===== src/rtl/earliest_free_machine_dispatcher_unit_assert.svh =====
// Assertion macros shared by the dispatcher RTL.
`ifndef EARLIEST_FREE_MACHINE_DISPATCHER_UNIT_ASSERT_SVH
`define EARLIEST_FREE_MACHINE_DISPATCHER_UNIT_ASSERT_SVH

// A property that must hold at every clock edge outside reset.
`define EFMD_ASSERT(name, prop, msg) \
	name: assert property (@(posedge clk) disable iff (!arst_n) prop) else $error(msg);

// A condition that must never be seen outside reset.
`define EFMD_ASSERT_NEVER(name, cond, msg) \
	name: assert property (@(posedge clk) disable iff (!arst_n) !(cond)) else $error(msg);

`endif


===== src/rtl/efmd_pkg.sv =====
// Package with types, field layout and codes of the earliest-free-machine dispatcher.
package efmd_pkg;

	localparam int MACHINES_DEF = 16;
	localparam int PRODUCTS_DEF = 1024;

	localparam int OP_W    = 2;
	localparam int PROD_W  = 10;
	localparam int MACH_W  = 4;
	localparam int SETUP_W = 8;
	localparam int QTY_W   = 16;
	localparam int FIN_W   = 32;
	localparam int RATE_W  = 8;

	// Slave tdata layout, lowest bit first.
	localparam int PROD_LSB  = 0;
	localparam int MACH_LSB  = PROD_LSB + PROD_W;
	localparam int SETUP_LSB = MACH_LSB + MACH_W;
	localparam int QTY_LSB   = SETUP_LSB + SETUP_W;
	localparam int S_USED_W  = QTY_LSB + QTY_W;
	localparam int S_DATA_W  = ((S_USED_W + 7) / 8) * 8;

	// Master tdata layout, lowest bit first.
	localparam int M_USED_W = MACH_W + FIN_W + 1;
	localparam int M_DATA_W = ((M_USED_W + 7) / 8) * 8;
	localparam int M_PAD_W  = M_DATA_W - M_USED_W;

	localparam logic [RATE_W-1:0] RATE_RESET = RATE_W'(10);
	localparam logic [FIN_W-1:0]  FIN_MAX    = {FIN_W{1'b1}};

	localparam int DIV_CNT_W = $clog2(QTY_W + 1);

	typedef enum logic [OP_W-1:0] {
		OP_LOAD  = 2'd0,
		OP_SCHED = 2'd1,
		OP_READ  = 2'd2
	} op_t;

	typedef enum logic [2:0] {
		ST_IDLE,
		ST_SCAN,
		ST_DIV,
		ST_SETUP_RD,
		ST_SUM,
		ST_FREAD,
		ST_FREAD_WAIT,
		ST_EMIT
	} efmd_state_t;

	typedef struct packed {
		logic              start;
		logic [QTY_W-1:0]  dividend;
		logic [RATE_W-1:0] divisor;
	} div_req_t;

	typedef struct packed {
		logic             busy;
		logic             done;
		logic [QTY_W-1:0] quotient;
	} div_rsp_t;

endpackage


===== src/rtl/efmd_div.sv =====
// Restoring divider: quantity by machine rate, one quotient bit per cycle.
module efmd_div (
	input  logic                clk,
	input  logic                arst_n,
	input  efmd_pkg::div_req_t  req,
	output efmd_pkg::div_rsp_t  rsp
);

	logic [efmd_pkg::DIV_CNT_W-1:0] cnt_q;
	logic                           busy_q;
	logic                           done_q;
	logic [efmd_pkg::RATE_W-1:0]    rem_q;
	logic [efmd_pkg::RATE_W-1:0]    div_q;
	logic [efmd_pkg::QTY_W-1:0]     quo_q;
	logic [efmd_pkg::RATE_W:0]      rem_sh;
	logic                           fits;

	assign rem_sh = {rem_q, quo_q[efmd_pkg::QTY_W-1]};
	assign fits   = rem_sh >= {1'b0, div_q};

	always_ff @(posedge clk or negedge arst_n) begin
		if (!arst_n) begin
			busy_q <= 1'b0;
			done_q <= 1'b0;
			cnt_q  <= '0;
		end else begin
			done_q <= busy_q && (cnt_q == efmd_pkg::DIV_CNT_W'(1));
			if (req.start) begin
				busy_q <= 1'b1;
				cnt_q  <= efmd_pkg::DIV_CNT_W'(efmd_pkg::QTY_W);
			end else if (busy_q) begin
				cnt_q <= cnt_q - efmd_pkg::DIV_CNT_W'(1);
				if (cnt_q == efmd_pkg::DIV_CNT_W'(1)) begin
					busy_q <= 1'b0;
				end
			end
		end
	end

	// A zero rate divides as a rate of one.
	always_ff @(posedge clk) begin
		if (req.start) begin
			quo_q <= req.dividend;
			rem_q <= '0;
			div_q <= (req.divisor == '0) ? efmd_pkg::RATE_W'(1) : req.divisor;
		end else if (busy_q) begin
			quo_q <= {quo_q[efmd_pkg::QTY_W-2:0], fits};
			rem_q <= fits ? efmd_pkg::RATE_W'(rem_sh - {1'b0, div_q})
			              : rem_sh[efmd_pkg::RATE_W-1:0];
		end
	end

	assign rsp.busy     = busy_q;
	assign rsp.done     = done_q;
	assign rsp.quotient = quo_q;

endmodule


===== config.mk =====
export PLATFORM = sky130hd
export DESIGN_NAME = efmd_div
export DESIGN_NICKNAME = d
export VERILOG_FILES = /design/src/rtl/earliest_free_machine_dispatcher_unit_assert.svh /design/src/rtl/efmd_pkg.sv /design/src/rtl/efmd_div.sv
export SDC_FILE = /design/constraint.sdc
export NUM_CORES = 1
export LEC_CHECK = 0
export ABC_AREA = 1
export BUFFER_PORTS_ARGS = -buffer_cell sky130_fd_sc_hd__buf_2
export CAP_MARGIN = 20
export CORE_MARGIN = 2
export CORE_UTILIZATION = 40
export DETAILED_ROUTE_END_ITERATION = 10
export PLACE_DENSITY_LB_ADDON = 0.2
export SYNTH_ARGS = -nofsm -noshare
export SYNTH_HDL_FRONTEND = slang
export SYNTH_SLANG_ARGS = --single-unit

===== constraint.sdc =====
create_clock -name clk -period 2.6 [get_ports clk]
set_clock_uncertainty 0.05 [all_clocks]
set_input_delay 0.13 -clock clk [delete_from_list [all_inputs] [get_ports clk]]
set_output_delay 0.13 -clock clk [all_outputs]
set_load 0.01 [all_outputs]

# Word level (Yosys, flattened, before mapping)
# Index checks and enable logic that the tools add are counted.
[classes]
n_lt_le_gt_ge = 1
n_reduce_logical = 3
mux = 8
eq_ne = 1
n_addsub = 2
[ops]
columns = ["cell", "n"]
rows = [
  ["$mux W16", 2],
  ["$mux W5", 2],
  ["$ge A9 B8 Y1", 1],
  ["$logic_not A8 Y1", 1],
  ["$mux W8", 1],
  ["$sub A8 B8 Y8", 1],
  ["$eq A5 B1 Y1 const B", 1],
  ["$sub A5 B1 Y5 const B", 1],
  ["$mux W1", 3],
  ["$reduce_bool A2 Y1", 1],
  ["$logic_and A1 B1 Y1", 1],
]
[totals]
reg_bits = 39
output_inout_bits = 18

# Depth between registers and ports, before layout
[logic_depth]
depth_word = 4
depth_mapped = 13

# Least setup slack after synthesis
# Ideal clock, no wire load.
[synth_timing]
path_kind = "register -> register"
start = "reg quo_q[15] (netlist bit)"
end = "reg rem_q[6] (netlist bit)"
arrival_ps = 1546
required_time_ps = 2437
n_path_buf = 0
period_less_slack_ps = 1709
setup_time_ps = 113
path_slack_ps = 891
path_stages_with_launch = 12
path_cell_list = "edfxtp_1 inv_1 ha_1 fa_1 inv_1 nand4_1 nand3_1 nand2_1 nand2_1 nand2_1 nand3_1 nand2_1"
[synth_between]
elab_chain_len = 2
word_cells_on_any_way = 3
cone_classes = "1 x add/sub; 1 x order compare; 1 x mux"
[synth_rtl]
columns = ["item", "line", "text"]
rows = [
  ["start: declaration", "efmd_div.sv:14", "logic [efmd_pkg::QTY_W-1:0] quo_q;"],
  ["start signal: assignment", "efmd_div.sv:43", "quo_q <= req.dividend;"],
  ["start signal: assignment", "efmd_div.sv:47", "quo_q <= {quo_q[efmd_pkg::QTY_W-2:0], fits};"],
  ["$sub A8 B8 Y8 or $ge A9 B8 Y1 (tied branches)", "efmd_div.sv:48, efmd_div.sv:19", ""],
  ["$mux W8 (*)", "efmd_div.sv:48", "rem_q <= fits ? efmd_pkg::RATE_W'(rem_sh - {1'b0, div_q})"],
  ["end signal: assignment", "efmd_div.sv:48", ""],
  ["end: declaration", "efmd_div.sv:12", "logic [efmd_pkg::RATE_W-1:0] rem_q;"],
]
# Every way passes the cells marked *; elsewhere a longest branch is shown, timed or not.
# A chain may end at the register's enable or synchronous reset.

# Worst setup path after layout
[layout_timing]
start = "reg div_q[6] (netlist bit)"
end = "reg quo_q[0] (netlist bit) (data pin)"
[layout_between]
elab_chain_len = 3
[layout_rtl]
columns = ["item", "line", "text"]
rows = [
  ["start: declaration", "efmd_div.sv:13", "logic [efmd_pkg::RATE_W-1:0] div_q;"],
  ["start signal: assignment", "efmd_div.sv:45", "div_q <= (req.divisor == '0) ? efmd_pkg::RATE_W'(1) : req.divisor;"],
  ["$ge A9 B8 Y1", "efmd_div.sv:19", "assign fits = rem_sh >= {1'b0, div_q};"],
  ["$mux W16", "efmd_div.sv:46", "end else if (busy_q) begin"],
  ["$mux W16", "efmd_div.sv:42", "if (req.start) begin"],
]
# No other way between the ends. The select of a mux whose other input is x is not followed.

==> run_results.csv <==
group,metric,value,unit
timing,setup_tns,0,ns
die,fp.dieArea,6090,um2
setup_path,end_kind,"flop",
clock_network,clockBufferDepth,2,
logic_synthesis,seq_area_frac_synth,0.481,
logic_synthesis,syn-cell-area,2190,um2
cells_and_area,layout-drive-gt1-share,0.198,
setup_path,startpoint,"div_q[6]",
placement,io_buffers,44,
clock_network,cts_tree,"done",
clock_network,cts_sinks,39,
global_routing,antenna_found_initial,0,
power,p_switching,0.767,mW
routing,avgViaCountPerCell,4.67,
status,status,"complete, no violations",
cells_and_area,area_delta_synth_final,18.1,%
cells_and_area,fin_nets,350,
timing,worst_pin_slew,0.664,ns
logic_synthesis,syn-num-nets,305,
clock_network,clk_latency,0.29,ns
clock_network,ctsRootBufferMaster,"clkbuf_8",
clock_network,clk_pin_slew_worst_paths,0.07,ns
die,die_y,78.1,um
logic_synthesis,synth.top_cell.area_share,0.329,
clock_network,cts_buffers,5,
timing,relSlewSlack,0.557,
timing,rsz0062_at_grt,"false",
logic_synthesis,syn_area_per_cell,8.21,um2
cells_and_area,stdcell_count,383,
power,p_seq_frac,0.412,
die,start_util,0.421,
logic_synthesis,ys.flop_type,"edfxtp_1",
worst_hold_path,hp-class,"in2reg",
worst_hold_path,min-delay-start,"req[6]",
logic_synthesis,synthCells,267,
clock_network,post-cts-setup-buffers,0,
global_routing,overflow,0,
clock_network,htreeDepth,2,
cells_and_area,fin_util,0.498,
power,power_switching_share,0.373,
logic_synthesis,synth_edf_count,24,
timing,drv_slew,0,
die,row_count,26,
setup_path,cp-start-kind,"flop",
placement,dp_cells,368,
global_routing,grt_pass1_wl,7.90,mm
power,power_frac_clock,0.193,
routing,vias,1790,
setup_path,cp_max_fo,9,
power,peakVddDrop,0.379,mV
setup_path,reg2reg_from,"div_q[6]",
logic_synthesis,synth-seq-cells,39,
setup_path,worstPathArrival,1.81,ns
routing,ant_nets,0,
setup_path,critPathKind,"reg2reg",
die,ios,45,
timing,fin_crit_sh,0.707,
timing,fmax,544,MHz
timing,finalHoldViolCount,0,
cells_and_area,antenna_cells,0,
routing,drt_iter0_markers,68,
global_routing,grt_pass1_vias,1734,
routing,drc,0,
logic_synthesis,synth_cell_types,34,
setup_path,crit_required,2.57,ns
logic_synthesis,yosysWarnings,0,
power,pwr_density_cell,795,nW/um2
power,p_int,1.29,mW
logic_synthesis,synth_area_leaders,"edfxtp_1, nand2_1, dfrtp_1",
logic_synthesis,synthArstFlopShare,0.179,
clock_network,cts_resized,0,
routing,post_drt_wl_per_cell,11.8,um
timing,period_needed,1.84,ns
routing,drt-pass1-iter-count,5,
timing,setup_viol,0,
power,combPwrFrac,0.394,
placement,dp_hpwl,3.32,mm
run,cap_violations,0,
die,fp.coreArea,5200,um2
die,die_w,78.1,um
logic_synthesis,synth.largest_area_cell,"edfxtp_1",
placement,place.gp.congestion,0.900,
global_routing,grt_start_max_net_pins,22,
power,leakage,1.35,nW
routing,drt-total-wl,4.53,mm
global_routing,track_usage,0.166,
-- flip-flops by register name, summed over array words and instances, names as in the netlist --
signal	count
busy_q	1
cnt_q	5
div_q	8
done_q	1
quo_q	16
rem_q	8
-- layout make-up --
type | count | area [um2]
Fill cell | 513 | 2620
Clock inverter | 1 | 7.51
Clock buffer | 7 | 76.3
Timing Repair Buffer | 52 | 298
Sequential cell | 39 | 1060
Tap cell | 70 | 87.6
Multi-Input combinational cell | 181 | 941
Inverter | 33 | 124
-- synthesized netlist by cell type, drive strengths merged (2+ instances only) --
library cell	count
a21oi	6
buf	5
clkbuf	9
dfrtp	7
dfxtp	8
edfxtp	24
ha	10
inv	33
nand2	105
nand3	19
nand3b	7
nand4	5
nor2	12
o21ai	4
or2	2
xor2	2
-- final timing paths --
kind,to,slack [ns],cells after the start
max,quo_q[0],0.76,7
max in group asynchronous,done_q,2.20,2
min reg2reg,rem_q[3],0.43,2
min,div_q[6],0.02,1
max reg2reg,quo_q[0],0.76,7
min in group asynchronous,cnt_q[1],0.14,2
-- power groups by stage --
stage	clock, mW	sequential, mW	combinational (mW)
CTS	0.408	0.849	0.813
detailed placement	0	0.861	0.799
global route	0.435	0.863	0.934
floorplan	0	0.860	0.620
finish	0.398	0.848	0.811
global placement	0	0.861	0.797
-- layout by cell type (no fill, tap or decap), types with 5 or more instances in the layout --
cell	count
a21oi_1	5
buf_2	44
clkbuf_8	5
dfrtp_1	7
dfxtp_1	8
dlygate4sd3_1	7
edfxtp_1	24
ha_1	10
inv_1	33
nand2_1	102
nand3_1	18
nand3b_1	6
nor2_1	9
-- critical path, cell delays in order (launching register included) --
cell	delay (ns)
edfxtp_1	0.33
inv_1	0.04
ha_1	0.34
nand2_1	0.09
nand2_1	0.08
a21oi_2	0.16
o21a_1	0.36
a31oi_1	0.13
-- logic make-up after synthesis --
family | synth area share
simple gates | 0.310
flops | 0.481
buf+inv | 0.0896
xor+xnor | 0.0120
compound gates | 0.0405
fa+ha+maj | 0.0662
-- per-layer routing --
layer,part of all wire,GRT usage,vias to the layer above
met3,0.030,0.0310,8
met4,0.025,0.0860,0
li1,-,-,933
met2,0.47,0.263,39
met5,0,0,-
met1,0.48,0.217,810
-- repair_timing --
action,4_1_cts,5_1_grt
endpoints found under the hold margin,13,0
endpoints found under the setup margin,0,0
hold buffers,7,0
-- per-stage QoR --
step | hold WS [ns] | power [mW] | instance area [um2] | setup slack (ns)
3_5_place_dp | -0.0767 | 1.66 | 2440 | 0.788
6_report | 0.0210 | 2.06 | 2590 | 0.761
2_1_floorplan | -0.216 | 1.48 | 2190 | 0.891
4_1_cts | 0.00416 | 2.07 | 2590 | 0.773
3_3_place_gp | -0.0768 | 1.66 | 2440 | 0.836
5_1_grt | 0.0110 | 2.23 | 2590 | 0.595
Note: power is estimated with default switching activity, not from simulation.
